--- src/rtl/sfcp_pkg.sv ---
package sfcp_pkg;

   localparam int ERROR_COUNT_BITS = 16;
   localparam int QUEUE_DEPTH = 4;
   localparam int QUEUE_PTR_BITS = $clog2(QUEUE_DEPTH);
   localparam int QUEUE_COUNT_BITS = $clog2(QUEUE_DEPTH + 1);

   typedef enum logic [1:0] {
      CSR_SYNC_FIRST  = 2'd0,
      CSR_SYNC_SECOND = 2'd1,
      CSR_CMD_TYPE    = 2'd2,
      CSR_DUMP_TYPE   = 2'd3
   } csr_index_type;

   localparam logic [7:0] SYNC_FIRST_RESET  = 8'd65;
   localparam logic [7:0] SYNC_SECOND_RESET = 8'd113;
   localparam logic [7:0] CMD_TYPE_RESET    = 8'd67;
   localparam logic [7:0] DUMP_TYPE_RESET   = 8'd70;

   typedef enum logic [1:0] {
      KIND_BYTE  = 2'd0,
      KIND_GOOD  = 2'd1,
      KIND_ERROR = 2'd2
   } result_kind_type;

   typedef enum logic [3:0] {
      ST_SYNC1   = 4'd0,
      ST_SYNC2   = 4'd1,
      ST_TYPE    = 4'd2,
      ST_RQ1     = 4'd3,
      ST_RQ2     = 4'd4,
      ST_RQ3     = 4'd5,
      ST_RQ4     = 4'd6,
      ST_LEN     = 4'd7,
      ST_ROWS    = 4'd8,
      ST_FLOATS  = 4'd9,
      ST_PAYLOAD = 4'd10,
      ST_CHECK1  = 4'd11,
      ST_CHECK2  = 4'd12
   } parse_state_type;

   typedef struct packed {
      logic [1:0]  result_kind;
      logic [7:0]  data_byte;
      logic [7:0]  byte_index;
      logic        frame_is_dump;
      logic [31:0] request_tag;
      logic [7:0]  frame_length;
      logic [15:0] error_total;
   } result_type;

   typedef struct packed {
      logic       valid;
      logic [7:0] index;
      logic [7:0] wdata;
   } csr_write_type;

endpackage

--- src/rtl/sync_framed_command_parser.sv ---
// Sync-framed command parser with a two-sum 8-bit checksum.
// Input channel: one received byte per transaction, taken when push is high
// and full is low. Result channel: the oldest result is on the rsp_ ports
// while empty is low and leaves on a cycle with pop high.
// A result is a stored payload byte with its buffer index, a frame-accepted
// report or a checksum-error report, along with the frame's kind, request id,
// end position and the running error count.
// Configuration: csr_valid with csr_index and csr_wdata writes one of the four
// match bytes (sync first, sync second, command type, dump type); csr_ready
// is always high and indexes above three are ignored. Write only while idle.
// Throughput is one byte per cycle while full is low. A byte that yields a
// result writes it into the queue as the byte is taken; it reaches the result
// ports once older results have left. The parser next state is combinational.
// A four-entry result queue separates the parser from the receiver. When the
// receiver stalls the queue fills and full rises, holding off input.
// Reset restores the default match bytes, clears the parser state, the error
// count and the queue; the parser then hunts for the first sync byte.
module sync_framed_command_parser
   import sfcp_pkg::*;
(
   input  logic        clock,
   input  logic        reset,
   input  logic        push,
   output logic        full,
   input  logic [7:0]  req_byte_in,
   output logic        empty,
   input  logic        pop,
   output logic [1:0]  rsp_result_kind,
   output logic [7:0]  rsp_data_byte,
   output logic [7:0]  rsp_byte_index,
   output logic        rsp_frame_is_dump,
   output logic [31:0] rsp_request_tag,
   output logic [7:0]  rsp_frame_length,
   output logic [15:0] rsp_error_total,
   input  logic        csr_valid,
   output logic        csr_ready,
   input  logic [7:0]  csr_index,
   input  logic [7:0]  csr_wdata
);

   logic          accept;
   logic          result_valid;
   result_type    result;
   result_type    head;
   csr_write_type csr_write;

   assign csr_ready       = 1'b1;
   assign accept          = push & ~full;
   assign csr_write.valid = csr_valid & csr_ready;
   assign csr_write.index = csr_index;
   assign csr_write.wdata = csr_wdata;

   sfcp_front u_front (
      .clock        (clock),
      .reset        (reset),
      .accept       (accept),
      .byte_in      (req_byte_in),
      .csr_write    (csr_write),
      .result_valid (result_valid),
      .result       (result)
   );

   sfcp_queue u_queue (
      .clock   (clock),
      .reset   (reset),
      .wr_en   (result_valid),
      .wr_data (result),
      .full    (full),
      .rd_en   (pop),
      .empty   (empty),
      .rd_data (head)
   );

   assign rsp_result_kind   = head.result_kind;
   assign rsp_data_byte     = head.data_byte;
   assign rsp_byte_index    = head.byte_index;
   assign rsp_frame_is_dump = head.frame_is_dump;
   assign rsp_request_tag   = head.request_tag;
   assign rsp_frame_length  = head.frame_length;
   assign rsp_error_total   = head.error_total;

endmodule

--- src/rtl/sfcp_front.sv ---
module sfcp_front
   import sfcp_pkg::*;
(
   input  logic          clock,
   input  logic          reset,
   input  logic          accept,
   input  logic [7:0]    byte_in,
   input  csr_write_type csr_write,
   output logic          result_valid,
   output result_type    result
);

   logic [7:0]                  sync_first_ff, sync_first_in;
   logic [7:0]                  sync_second_ff, sync_second_in;
   logic [7:0]                  cmd_type_ff, cmd_type_in;
   logic [7:0]                  dump_type_ff, dump_type_in;

   parse_state_type             state_ff, state_in;
   logic [7:0]                  sum_a_ff, sum_a_in;
   logic [7:0]                  sum_b_ff, sum_b_in;
   logic [31:0]                 request_ff, request_in;
   logic [7:0]                  end_ff, end_in;
   logic [7:0]                  position_ff, position_in;
   logic [ERROR_COUNT_BITS-1:0] error_ff, error_in;
   logic                        dump_ff, dump_in;

   logic [7:0]                  sum_a_add;
   logic [7:0]                  sum_b_add;
   logic [7:0]                  position_inc;
   logic [5:0]                  dump_product;
   logic                        hit;
   result_kind_type             kind;
   logic [7:0]                  out_data;
   logic [7:0]                  out_index;

   always_comb begin
      sync_first_in  = sync_first_ff;
      sync_second_in = sync_second_ff;
      cmd_type_in    = cmd_type_ff;
      dump_type_in   = dump_type_ff;
      if (csr_write.valid) begin
         case (csr_write.index)
            8'(CSR_SYNC_FIRST):  sync_first_in  = csr_write.wdata;
            8'(CSR_SYNC_SECOND): sync_second_in = csr_write.wdata;
            8'(CSR_CMD_TYPE):    cmd_type_in    = csr_write.wdata;
            8'(CSR_DUMP_TYPE):   dump_type_in   = csr_write.wdata;
            default: ;
         endcase
      end
   end

   assign sum_a_add    = sum_a_ff + byte_in;
   assign sum_b_add    = sum_b_ff + sum_a_add;
   assign position_inc = position_ff + 8'd1;
   assign dump_product = 6'(end_ff[5:0] * byte_in[5:0]);

   always_comb begin
      state_in    = state_ff;
      sum_a_in    = sum_a_ff;
      sum_b_in    = sum_b_ff;
      request_in  = request_ff;
      end_in      = end_ff;
      position_in = position_ff;
      error_in    = error_ff;
      dump_in     = dump_ff;
      hit         = 1'b0;
      kind        = KIND_BYTE;
      out_data    = byte_in;
      out_index   = position_ff;
      case (state_ff)
         ST_SYNC1: begin
            if (byte_in == sync_first_ff) begin
               state_in = ST_SYNC2;
            end
         end
         ST_SYNC2: begin
            state_in = (byte_in == sync_second_ff) ? ST_TYPE : ST_SYNC1;
         end
         ST_TYPE: begin
            if (byte_in == cmd_type_ff) begin
               sum_a_in = 8'd0;
               sum_b_in = 8'd0;
               dump_in  = 1'b0;
               state_in = ST_RQ1;
            end else if (byte_in == dump_type_ff) begin
               sum_a_in    = 8'd0;
               sum_b_in    = 8'd0;
               dump_in     = 1'b1;
               position_in = 8'd1;
               state_in    = ST_ROWS;
            end else begin
               state_in = ST_SYNC1;
            end
         end
         ST_RQ1: begin
            sum_a_in         = sum_a_add;
            sum_b_in         = sum_b_add;
            request_in[7:0]  = byte_in;
            state_in         = ST_RQ2;
         end
         ST_RQ2: begin
            sum_a_in         = sum_a_add;
            sum_b_in         = sum_b_add;
            request_in[15:8] = byte_in;
            state_in         = ST_RQ3;
         end
         ST_RQ3: begin
            sum_a_in          = sum_a_add;
            sum_b_in          = sum_b_add;
            request_in[23:16] = byte_in;
            state_in          = ST_RQ4;
         end
         ST_RQ4: begin
            sum_a_in          = sum_a_add;
            sum_b_in          = sum_b_add;
            request_in[31:24] = byte_in;
            state_in          = ST_LEN;
         end
         ST_LEN: begin
            sum_a_in    = sum_a_add;
            sum_b_in    = sum_b_add;
            end_in      = byte_in;
            position_in = 8'd0;
            state_in    = ST_PAYLOAD;
         end
         ST_ROWS: begin
            sum_a_in    = sum_a_add;
            sum_b_in    = sum_b_add;
            position_in = position_inc;
            end_in      = byte_in;
            state_in    = ST_FLOATS;
            hit         = 1'b1;
         end
         ST_FLOATS: begin
            sum_a_in    = sum_a_add;
            sum_b_in    = sum_b_add;
            position_in = position_inc;
            end_in      = position_inc + {dump_product, 2'b00};
            state_in    = ST_PAYLOAD;
            hit         = 1'b1;
         end
         ST_PAYLOAD: begin
            sum_a_in    = sum_a_add;
            sum_b_in    = sum_b_add;
            position_in = position_inc;
            if (position_inc == end_ff) begin
               state_in = ST_CHECK1;
            end
            hit = 1'b1;
         end
         ST_CHECK1: begin
            if (byte_in == sum_a_ff) begin
               state_in = ST_CHECK2;
            end else begin
               state_in  = ST_SYNC1;
               error_in  = error_ff + 1'b1;
               hit       = 1'b1;
               kind      = KIND_ERROR;
               out_data  = 8'd0;
               out_index = 8'd0;
            end
         end
         ST_CHECK2: begin
            state_in  = ST_SYNC1;
            hit       = 1'b1;
            out_data  = 8'd0;
            out_index = 8'd0;
            if (byte_in == sum_b_ff) begin
               kind = KIND_GOOD;
            end else begin
               kind     = KIND_ERROR;
               error_in = error_ff + 1'b1;
            end
         end
         default: begin
            state_in = ST_SYNC1;
         end
      endcase
   end

   assign result_valid         = accept & hit;
   assign result.result_kind   = kind;
   assign result.data_byte     = out_data;
   assign result.byte_index    = out_index;
   assign result.frame_is_dump = dump_in;
   assign result.request_tag   = dump_in ? 32'd0 : request_in;
   assign result.frame_length  = end_in;
   assign result.error_total   = 16'(error_in);

   always_ff @(posedge clock) begin
      if (reset) begin
         sync_first_ff  <= SYNC_FIRST_RESET;
         sync_second_ff <= SYNC_SECOND_RESET;
         cmd_type_ff    <= CMD_TYPE_RESET;
         dump_type_ff   <= DUMP_TYPE_RESET;
         state_ff       <= ST_SYNC1;
         sum_a_ff       <= 8'd0;
         sum_b_ff       <= 8'd0;
         request_ff     <= 32'd0;
         end_ff         <= 8'd0;
         position_ff    <= 8'd0;
         error_ff       <= '0;
         dump_ff        <= 1'b0;
      end else begin
         sync_first_ff  <= sync_first_in;
         sync_second_ff <= sync_second_in;
         cmd_type_ff    <= cmd_type_in;
         dump_type_ff   <= dump_type_in;
         if (accept) begin
            state_ff    <= state_in;
            sum_a_ff    <= sum_a_in;
            sum_b_ff    <= sum_b_in;
            request_ff  <= request_in;
            end_ff      <= end_in;
            position_ff <= position_in;
            error_ff    <= error_in;
            dump_ff     <= dump_in;
         end
      end
   end

endmodule

--- src/rtl/sfcp_queue.sv ---
module sfcp_queue
   import sfcp_pkg::*;
(
   input  logic       clock,
   input  logic       reset,
   input  logic       wr_en,
   input  result_type wr_data,
   output logic       full,
   input  logic       rd_en,
   output logic       empty,
   output result_type rd_data
);

   result_type                  entry_ff [QUEUE_DEPTH];
   logic [QUEUE_PTR_BITS-1:0]   wr_ptr_ff, wr_ptr_in;
   logic [QUEUE_PTR_BITS-1:0]   rd_ptr_ff, rd_ptr_in;
   logic [QUEUE_COUNT_BITS-1:0] count_ff, count_in;
   logic                        do_write;
   logic                        do_read;

   assign full     = (count_ff == QUEUE_COUNT_BITS'(QUEUE_DEPTH));
   assign empty    = (count_ff == '0);
   assign do_write = wr_en & ~full;
   assign do_read  = rd_en & ~empty;
   assign rd_data  = entry_ff[rd_ptr_ff];

   always_comb begin
      wr_ptr_in = wr_ptr_ff;
      rd_ptr_in = rd_ptr_ff;
      count_in  = count_ff;
      if (do_write) begin
         wr_ptr_in = (wr_ptr_ff == QUEUE_PTR_BITS'(QUEUE_DEPTH - 1)) ? '0 : wr_ptr_ff + 1'b1;
      end
      if (do_read) begin
         rd_ptr_in = (rd_ptr_ff == QUEUE_PTR_BITS'(QUEUE_DEPTH - 1)) ? '0 : rd_ptr_ff + 1'b1;
      end
      if (do_write & ~do_read) begin
         count_in = count_ff + 1'b1;
      end else if (do_read & ~do_write) begin
         count_in = count_ff - 1'b1;
      end
   end

   always_ff @(posedge clock) begin
      if (do_write) begin
         entry_ff[wr_ptr_ff] <= wr_data;
      end
   end

   always_ff @(posedge clock) begin
      if (reset) begin
         wr_ptr_ff <= '0;
         rd_ptr_ff <= '0;
         count_ff  <= '0;
      end else begin
         wr_ptr_ff <= wr_ptr_in;
         rd_ptr_ff <= rd_ptr_in;
         count_ff  <= count_in;
      end
   end

endmodule

--- config.mk ---
export PLATFORM = sky130hd
export DESIGN_NAME = sync_framed_command_parser
export DESIGN_NICKNAME = d
export VERILOG_FILES = /design/src/rtl/sfcp_pkg.sv /design/src/rtl/sync_framed_command_parser.sv /design/src/rtl/sfcp_front.sv /design/src/rtl/sfcp_queue.sv
export SDC_FILE = /design/constraint.sdc
export NUM_CORES = 1
export LEC_CHECK = 0
export BUFFER_PORTS_ARGS = -buffer_cell sky130_fd_sc_hd__buf_2
export CAP_MARGIN = 20
export CORE_MARGIN = 1.5
export CORE_UTILIZATION = 38
export DETAILED_ROUTE_END_ITERATION = 8
export PLACE_DENSITY = 0.63
export SYNTH_ARGS = -nofsm -noshare
export SYNTH_HDL_FRONTEND = slang
export SYNTH_SLANG_ARGS = --single-unit
--- constraint.sdc ---
create_clock -name clock -period 6.4 [get_ports clock]
set_input_delay 0.64 -clock clock [delete_from_list [all_inputs] [get_ports clock]]
set_output_delay 0.64 -clock clock [all_outputs]
set_load 0.05 [all_outputs]
# After elaboration in Yosys (flattened, before gate mapping)
# Memories as Yosys holds them, arrays and structs flattened. A register that Yosys moved wholly into a read port is not among the register bits.
# Cells that the tools add are included.
# op_classes
n_addsub,9
mul,1
eq_ne,30
muxes,43
n_bitwise,10
reduce_logical,18
# op_table
operator,n
$mux 8,10
$pmux 8 s2,5
$eq 8x8->1,7
$pmux 4 s11,1
$mux 16,2
$mux 32,1
$pmux 16 s2,1
$add 8x8->8,3
$pmux 8 s3,1
$eq 4x4->1 const B,5
$mux 4,5
$add 16x1->16 const B,1
$eq 4x3->1 const B,4
$eq 8x2->1 const B,2
$mux 2,7
$add 8x1->8 const B,1
$eq 4x2->1 const B,2
$eq 8x1->1 const B,1
$logic_not 8->1,1
$reduce_and 2->1,4
$reduce_or 8->1,1
$and 1x1->1,6
$mul 6x6->6,1
$mux 1,6
22 further kinds,33
# totals
ff_bits,124
ramBits,300
input_bits,29
output_inout_bits,78
elab_cells,127
n_memories,1
# memory_table
name,words,word_bits,rd,rd_ports_with_merged_regs,wr,line,rtl
u_queue.entry_ff,4,75,1,1,1,sfcp_queue.sv:14,result_type entry_ff [QUEUE_DEPTH];

# Depth between registers and ports, before layout
# Gate-level depths: netlist of the first run.
# depth
depth_word,9
ltp_mapped,17
depth_no_buf,16

# Modules after synthesis
# Synthesis of the first run repeated with hierarchy kept, for this count alone.
# unflattened
hier_cells,1399
area_unflattened_um2,18958.2
# by_module_without_submodules
module,instances,cells_per_inst,area_per_inst_um2,seq_area_each_um2
sfcp_queue,1,441,11320.9,9188.8
sfcp_front,1,955,7612.3,2342.2
sync_framed_command_parser,1,3,25.0,0.0

# Least setup slack after synthesis of the first run
# OpenSTA, ideal clock, no wires.
# synth_timing
path_kind,input to register
start,input req_byte_in[2]
end,"memory u_queue.entry_ff[0][23] (netlist name), data pin"
setup_ns,0.275
t_arrival_ns,4.356
required_ns,6.125
path_slack_ns,1.769
cell_stages,15
n_path_buf,2
path_cell_list,buf_2 clkbuf_1 nand2_1 fa_1 inv_1 ha_1 inv_1 fa_1 fa_1 inv_1 ha_1 a21oi_1 xnor3_1 a221oi_1 inv_1
# synth_lines
item,line,rtl
from (decl),sync_framed_command_parser.sv:25,"input logic [7:0] req_byte_in,"
to (decl),sfcp_queue.sv:14,

==> reports/results.ini, run 1 <==
[outcome]
outcome = completed

[global_routing]
grt_max_degree = 70
overflow = 0
antenna_found_initial = 0
grtUsageTotal = 0.1652
grt_pass1_vias = 11340
grt_pass1_wl_mm = 64.56

[clock_tree]
cts_tree = yes
clkSlewWorstSetupHoldPaths_ns = 0.06
clkLatencyLatePin_ns = 0.57
root_buffer = clkbuf_16
cts.sinks = 426
cts_buffers = 44
htree_levels = 2
postCtsSetupRepairBufs = 0
cts_buffer_depth = 3
cts-hold-fix-buffers = 0
cts_resized = 0

[floorplanning]
ios = 107
start_util = 0.3875
rows = 80
coreArea_sq_um = 48050
die_h_microns = 224.3
die-area_sq_um = 50330
die_w_microns = 224.3

[layout]
filler_cell_count = 4393
nets = 1575
final_cell_area_sq_um = 21030
syn2layout_area_growth_pct = 12.98
antenna_cells = 0
drive_gt1_frac = 0.1750

[setup_path]
timing.rr.end = u_queue.entry_ff[0][23]
critical_path_class = in -> reg
crit_arrival_ns = 4.52
startpoint_type = input pin
worstSetupEndpointType = flop
cp_max_fo = 20
reg2regPathDepth = 13
reg2reg_slack_ns = 2.23
critical_path_required_ns = 6.69
r2r_start = u_front.end_ff[2]

[synthesis]
async_reset_ff_frac = 0
synth_fp_nets = 1490
synth-seq-cells = 426
yosysWarnings = 0
synthTopCellsByArea = edfxtp_1 48%, dfxtp_1 14%, mux4_2 9.1%
ys_seq_area_frac = 0.6194
synth_edf_count = 300
synthFlopType = edfxtp_1
synth_cell_types = 70
synth_area_sq_um = 18620
synthCells = 1418
yosysTopAreaCellShare = 0.4839
yosysTopAreaCell = edfxtp_1
synth.avg_cell_area_sq_um = 13.13

[power_and_ir_drop]
swShare = 0.3056
p_comb_frac = 0.224
p_leak_nw = 7.155
power.switching_mw = 2.166
power_frac_clock = 0.336
power.density_nw_per_um2 = 337.0
ir_worst_vdd_v = 0.0001909
p_seq_frac = 0.441
p_int_mw = 4.922

[timing]
slew-limit-headroom = 0.3063
worst_slew_pin_slew_ns = 1.033
slew_viol_final = 0
fin_crit_sh = 0.6624
setup_tns_ns = 0
rsz0062_at_grt = no
finalHoldViolations = 0
setup_violations = 0
layout_min_cycle_time_ns = 4.240
fin_skew_ns = 0.01599
max_freq_mhz = 235.9

[placed_design]
dp_hpwl_mm = 25.63
port-buffer-count = 105
placed_area_sq_um = 19710
gp_congestion = 0.8566

[worst_hold_path]
min_to = u_front.sync_first_ff[0]
hold_depth = 2
holdCritPathClass = in -> reg
holdCritStartpoint = csr_wdata[0]

[drt]
wl_mm = 41.24
avgRoutedWirePerCell_microns = 19.17
drt-pass1-iter-count = 7
wl_met2_mm = 19.04
ant_nets = 0
route.met3.wl_mm = 1.767
vias = 11349
post-route-drc-count = 0
via_per_inst = 5.274
wl_met1_mm = 19.34
top_layer = met4
drt_first_iter_violations = 919

[run]
drv_cap = 0

[layer usage]
layer | up-vias | GRT usage
met5 | - | 0
met3 | 59 | 0.02208
li1 | 5341 | -
met2 | 280 | 0.2624
met1 | 5669 | 0.2328
met4 | 0 | 0.05910
[area by class of cell]
| type | instances | area (sq um) | share of cell area |
|---|---|---|---|
| well taps | 615 | 769.5 | 0.03658 |
| clock inverters | 19 | 151.4 | 0.007198 |
| flip-flops and latches | 426 | 11540 | 0.5486 |
| multi-input cells | 881 | 6638 | 0.3156 |
| repair buffers | 119 | 645.6 | 0.03069 |
| clock buffers | 61 | 1175 | 0.05586 |
| inverters | 31 | 116.4 | 0.005532 |
[power by group through the flow]
stage                     clock network, mW  logic [mW]  registers [mW]
after floorplan                           0        1.28            3.13
after global placement                    0        1.59            3.18
after detailed placement                  0        1.61            3.18
after CTS                              2.45        1.61            3.12
after global routing                   2.55        1.69            3.13
final                                  2.38        1.58            3.12
[cells in the final DEF, fill, tap and decap left out, types with 30 or more instances in the layout]
master	n
a21oi_1	102
buf_2	104
clkbuf_16	44
dfxtp_1	124
edfxtp_1	300
ha_1	34
inv_1	30
mux4_2	75
nand2_1	199
nor2_1	122
xnor2_1	63
xor2_1	40
[cells by family (layout without fill, tap and decap cells)]
logic type | after synthesis | in the layout | synth area share
adder cells (fa/ha/maj) | 43 | 43 | 0.03253
other | 1 | 1 | 0.0002014
XOR/XNOR | 105 | 105 | 0.05115
multiplexers | 95 | 95 | 0.1016
AO/OA/AOI/OAI | 186 | 186 | 0.06331
flip-flops | 426 | 426 | 0.6194
buffers and inverters | 111 | 230 | 0.02473
AND/OR/NAND/NOR | 451 | 451 | 0.1071
[Yosys cell counts (7+ instances only)]
cell type / number
xor2_1: 40
xnor2_1: 63
nand3_1: 23
inv_1: 30
o21ai_0: 8
clkbuf_1: 46
mux4_2: 75
edfxtp_1: 300
fa_1: 9
a211o_1: 12
and3_1: 8
dfxtp_1: 126
nor2_1: 122
buf_2: 17
a21o_1: 8
a22oi_1: 15
nor4_1: 8
nand2b_1: 9
nor2b_1: 7
mux2i_1: 18
nand4_1: 13
ha_1: 34
and2_1: 26
a21oi_1: 102
nand2_1: 199
nor3_1: 17
buf_1: 11
[worst max-delay path: stages]
cell and delay [ns]:
buf_2 0.44, nand2_1 0.16, fa_1 0.55, inv_1 0.04, ha_1 0.26, inv_1 0.05
fa_1 0.50, fa_1 0.55, inv_1 0.05, ha_1 0.31, a21oi_1 0.14, xnor3_1 0.39
a221oi_1 0.31, inv_1 0.13
[state kept, by name, summed over array words and instances, names as in the netlist, named ones only]
register and cells:
u_front.cmd_type_ff 8, u_queue.count_ff 3, u_queue.rd_ptr_ff 2, u_front.state_ff 4, u_front.sync_first_ff 8, u_front.sum_a_ff 8
u_front.position_ff 8, u_queue.entry_ff 300, u_front.sync_second_ff 8, u_front.sum_b_ff 8, u_front.dump_type_ff 8, u_queue.wr_ptr_ff 2
u_front.end_ff 8, u_front.error_ff 16, u_front.request_ff 32, u_front.dump_ff 1
[how the worst max path moves through the flow]
stage | slack (ns) | endpoint | cells past startpoint | from
after floorplan | 1.77 | u_queue.entry_ff[0][23] | 15 | req_byte_in[2]
after global placement | 1.59 | u_queue.entry_ff[0][23] | 14 | req_byte_in[2]
after detailed placement | 1.58 | u_queue.entry_ff[0][23] | 14 | req_byte_in[2]
after CTS | 2.17 | u_queue.entry_ff[0][23] | 14 | req_byte_in[2]
after global routing | 1.99 | u_queue.entry_ff[0][23] | 14 | req_byte_in[2]
final | 2.16 | u_queue.entry_ff[0][23] | 14 | req_byte_in[2]
[metrics by stage]
stage / utilization / setup WS (ns) / hold WS (ns) / power, mW / std cells
2_1_floorplan: - / 1.769 / 0.4365 / 4.416 / 1418
3_3_place_gp: 0.4102 / 1.592 / 0.4416 / 4.772 / 2072
3_5_place_dp: 0.4102 / 1.581 / 0.4465 / 4.788 / 2072
4_1_cts: 0.4378 / 2.167 / 0.2632 / 7.179 / 2152
5_1_grt: 0.4378 / 1.995 / 0.2949 / 7.372 / 2152
6_report: 0.4378 / 2.160 / 0.2922 / 7.088 / 2152
Power figures use the tool's default switching activity.
==> run 2: changes to the inputs <==
PLACE_DENSITY = 0.65   (was 0.63)
clock period = 3.4 ns   (was 6.4 ns; I/O delays follow)
==> reports/results.ini, run 2 (synthesized netlist as in run 1, its figures left out) <==
[floorplanning]
die_h_microns = 224.3
coreArea_sq_um = 48050
die-area_sq_um = 50330
die_w_microns = 224.3
rows = 80
start_util = 0.3875
ios = 107

[layout]
top_regs = u_queue.entry_ff x300, u_front.request_ff x32, u_front.error_ff x16
largest-register = u_queue.entry_ff
nets = 1626
final_common_cell = edfxtp_1
largest_reg_flops = 300
fin_util = 0.4538
drive_gt1_frac = 0.2242
most-common-layout-cells = 300 x edfxtp_1, 193 x nand2_1, 122 x nor2_1
syn2layout_area_growth_pct = 17.11
final_cells = 2205
final_cell_area_sq_um = 21800

[clock_tree]
cts_buffers = 42
cts.sinks = 426
clkLatencyLatePin_ns = 0.57
cts_tree = yes
cts_buffer_depth = 3
clkSlewWorstSetupHoldPaths_ns = 0.06
root_buffer = clkbuf_16
htree_levels = 2

[power_and_ir_drop]
p_comb_frac = 0.231
ir_worst_vdd_v = 0.0003312
power.switching_mw = 4.181
finalPower_mw = 13.78
swShare = 0.3034
power.density_nw_per_um2 = 632.1
p_int_mw = 9.601
p_seq_frac = 0.426
p_leak_nw = 7.548
power_frac_clock = 0.342

[global_routing]
grt_max_degree = 68
grt_pass1_wl_mm = 65.08
grtUsageTotal = 0.1666
grt_pass1_vias = 11442
antenna_found_initial = 3
overflow = 0

[timing]
setup_violations = 10
worst_slew_pin_slew_ns = 0.9459
setup_slack_ns = -0.3303
setup_tns_ns = -2.397
fin_crit_sh = 1.097
fin_skew_ns = 0.01699
layout_min_cycle_time_ns = 3.730
slew_viol_final = 0
slew-limit-headroom = 0.3646
max_freq_mhz = 268.1
rsz0062_at_grt = yes
finalHoldViolations = 0

[drt]
via_per_inst = 5.260
vias = 11599
post-route-drc-count = 0
drt_first_iter_violations = 958
avgRoutedWirePerCell_microns = 18.78
wl_mm = 41.40
drt-pass1-iter-count = 6
ant_nets = 0

[setup_path]
crit_arrival_ns = 4.03
worst-path-buf-inv = 4
max_stage_delay_ns = 0.55
worstSetupEndpointType = flop
startpoint_type = flop
cp_max_fo = 4
path_delay_family = adder cells
critPathSlowestCell = fa_2
critical_path_class = reg -> reg
path_common_cell = inv_2
crit_chain = nand2_4 -> fa_1 -> inv_2 -> ha_4 -> inv_2 -> fa_1 -> fa_2 -> inv_2 -> ha_4 -> a21oi_2 -> xnor3_1 -> a221oi_2 -> inv_1
critical_path_required_ns = 3.70

[worst_hold_path]
holdCritPathClass = in -> reg

[placed_design]
dp_hpwl_mm = 27.68
gp_congestion = 0.8322
placed_area_sq_um = 20310
dp_cells = 2123
port-buffer-count = 105

[run]
drv_cap = 0

[outcome]
outcome = complete, but fails checks
violations = setup timing

[run 2: cell count changes in the layout (fill, tap and decap cells not counted), sizes merged]
| cell | before | now |
|---|---|---|
| buf | 119 | 171 |
| bufinv | 2 | 4 |
| clkbuf | 61 | 56 |
| clkinv | 12 | 11 |
| diode | 0 | 2 |
| dlygate4sd3 | 0 | 1 |
| inv | 32 | 34 |
[run 2: worst paths after layout]
check / cells past startpoint / end / slack [ns] / start
worst min register to register: 2 / u_front.request_ff[3] / 0.46 / u_front.request_ff[3]
worst max register to register: 13 / u_queue.entry_ff[2][23] / -0.33 / u_front.end_ff[4]
worst min-delay path: 2 / u_front.sync_first_ff[6] / 0.02 / csr_wdata[6]
worst max-delay path: 13 / u_queue.entry_ff[2][23] / -0.33 / u_front.end_ff[4]
[run 2: power by group through the flow]
stage	registers [mW]	clock network, mW	logic, mW
final	5.87	4.72	3.19
after global routing	5.90	5.02	3.41
after CTS	5.88	4.84	3.23
after detailed placement	5.99	0	3.18
after global placement	5.98	0	3.15
after floorplan	5.89	0	2.44
[run 2: repair_timing]
item	4_1_cts	5_1_grt
setup endpoints to repair	10	11
gates resized for setup	11	2
endpoints found under the hold margin	1	0
hold buffers	1	0
setup buffers	1	0
pin swaps	7	2
[run 2: worst reg2reg max path: stages, from the launching register on]
cell and delay [ns]:
dfxtp_2 0.35, nand2_4 0.05, fa_1 0.54, inv_2 0.05, ha_4 0.25, inv_2 0.03
fa_1 0.48, fa_2 0.55, inv_2 0.04, ha_4 0.21, a21oi_2 0.11, xnor3_1 0.42
a221oi_2 0.27, inv_1 0.12
[run 2: layer usage]
metal / wire length, microns / global-route usage
met3: 2138 / 0.03187
met2: 19340 / 0.2647
met4: 771 / 0.04590
met1: 19110 / 0.2339
met5: 34 / 0
[run 2: through the flow]
step | setup WS, ns | hold WS [ns]
2_1_floorplan | -0.5191 | 0.4365
3_3_place_gp | -0.5871 | 0.4419
3_5_place_dp | -0.6315 | 0.4470
4_1_cts | -0.3160 | 0.0008910
5_1_grt | -0.4958 | 0.01859
6_report | -0.3303 | 0.02423
[run 2: final cells by class]
cell class	instances	area, sq um
antenna	2	5.005
clock buffer	56	1176
clock inverter	22	237.7
fill	4275	26240
inverter	31	116.4
multi-input combinational	881	6740
sequential	426	11540
tap	615	769.5
timing repair buffer	172	1212
==> run 3: changes to the inputs <==
CORE_UTILIZATION = 50   (was 38)
PLACE_DENSITY = 0.79   (was 0.65)
==> reports/results.ini, run 3 (synthesized netlist as in run 1, its figures left out) <==
[timing]
setup_slack_ns = -0.3952
setup_violations = 10
hold_ws_ns = 0.01625
setup_tns_ns = -3.184
max_freq_mhz = 263.5
rsz0062_at_grt = yes
slew-limit-headroom = 0.3242
slew_viol_final = 0
fin_skew_ns = 0.01019
fin_crit_sh = 1.116
layout_min_cycle_time_ns = 3.795
finalHoldViolations = 0
worst_slew_pin_slew_ns = 1.014

[layout]
largest-register = u_queue.entry_ff
drive_gt1_frac = 0.2187
most-common-layout-cells = 300 x edfxtp_1, 193 x nand2_1, 122 x nor2_1
largest_reg_flops = 300
syn2layout_area_growth_pct = 15.96
final_cells = 2056
nets = 1626
top_regs = u_queue.entry_ff x300, u_front.request_ff x32, u_front.error_ff x16
final_common_cell = edfxtp_1

[worst_hold_path]
hold_depth = 2
holdCritPathClass = in -> reg
holdCritStartpoint = csr_wdata[6]
min_to = u_front.sync_first_ff[6]

[setup_path]
crit_arrival_ns = 4.07
max_stage_delay_ns = 0.54
reg2reg_slack_ns = -0.40
worstSetupEndpointType = flop
cp_max_fo = 4
path_delay_family = adder cells
startpoint_type = flop
critical_path_class = reg -> reg
reg2regPathDepth = 13
crit_chain = nand2_2 -> fa_1 -> inv_2 -> ha_4 -> inv_2 -> fa_1 -> fa_2 -> inv_2 -> ha_4 -> a21oi_2 -> xnor3_1 -> a221oi_2 -> inv_1
r2r_start = u_front.end_ff[3]
critical_path_required_ns = 3.68
worst-path-buf-inv = 4
path_common_cell = inv_2
critPathSlowestCell = fa_2
timing.rr.end = u_queue.entry_ff[1][23]

[outcome]
violations = setup timing
outcome = complete, but fails checks

[global_routing]
grt_pass1_wl_mm = 64.53
grt_max_degree = 90
overflow = 0
grtUsageTotal = 0.2167
grt_pass1_vias = 11753
antenna_found_initial = 2

[drt]
drt_first_iter_violations = 1162
via_per_inst = 5.797
drt-pass1-iter-count = 6
ant_nets = 0
avgRoutedWirePerCell_microns = 20.04
post-route-drc-count = 0
wl_mm = 41.21
vias = 11919

[clock_tree]
htree_levels = 2
clkLatencyLatePin_ns = 0.55
cts.sinks = 426
cts_buffer_depth = 3
root_buffer = clkbuf_16
cts_tree = yes
clkSlewWorstSetupHoldPaths_ns = 0.06
cts_buffers = 43

[floorplanning]
die_w_microns = 196.0
start_util = 0.5085
ios = 107
die_h_microns = 196.0
coreArea_sq_um = 36610
die-area_sq_um = 38400
rows = 70

[placed_design]
dp_cells = 1975
port-buffer-count = 105
dp_hpwl_mm = 26.69
gp_congestion = 0.8909

[power_and_ir_drop]
power.density_nw_per_um2 = 635.8
finalPower_mw = 13.73
ir_worst_vdd_v = 0.0003380
p_leak_nw = 7.518

[run]
drv_cap = 0

run 3: power breakdown:
part | leakage (nW) | internal, mW | switching, mW
combinational | 3.07 | 1.12 | 2.03
sequential | 3.78 | 5.72 | 0.191
clock | 0.669 | 2.77 | 1.89
total | 7.52 | 9.61 | 4.11
run 3: worst max-delay path by stage:
stage                      startpoint                 endpoint  slack, ns  cells past startpoint
floorplan              req_byte_in[0]  u_queue.entry_ff[0][23]      -0.52                     17
global placement       req_byte_in[0]  u_queue.entry_ff[0][23]      -0.59                     15
detailed placement     req_byte_in[0]  u_queue.entry_ff[3][23]      -0.73                     15
CTS                 u_front.end_ff[3]  u_queue.entry_ff[3][23]      -0.37                     13
global route        u_front.end_ff[4]  u_queue.entry_ff[3][23]      -0.53                     13
finish              u_front.end_ff[3]  u_queue.entry_ff[1][23]      -0.40                     13
run 3: timing repair:
item / 4_1_cts / 5_1_grt
hold buffers: 0 / 0
setup buffers: 3 / 0
cloned: 0 / 0
setup endpoints to repair: 10 / 10
pin swaps: 7 / 1
resized for setup: 11 / 0
run 3: area by class of cell:
type / instances / area (sq um)
clock inverter: 19 / 206.4
fill: 2754 / 15020
timing repair buffer: 171 / 1202
clock buffer: 59 / 1197
tap: 468 / 585.6
multi-input combinational: 881 / 6733
antenna: 1 / 2.502
sequential: 426 / 11540
inverter: 31 / 116.4
run 3: per-stage QoR:
stage,util,instance area (sq um),setup WS (ns)
after floorplan,-,18750,-0.5191
after global placement,0.5495,20120,-0.5914
after detailed placement,0.5495,20120,-0.7342
after CTS,0.5896,21590,-0.3747
after global routing,0.5896,21590,-0.5270
final,0.5897,21590,-0.3952
run 3: metal layers:
metal  global-route usage  share of wire  vias to the layer above
li1                     -              -                     5443
met3              0.03490          0.076                       92
met4              0.07550          0.028                        0
met5                    0              0                        -
met2               0.3523           0.48                      505
met1               0.2982           0.42                     5879
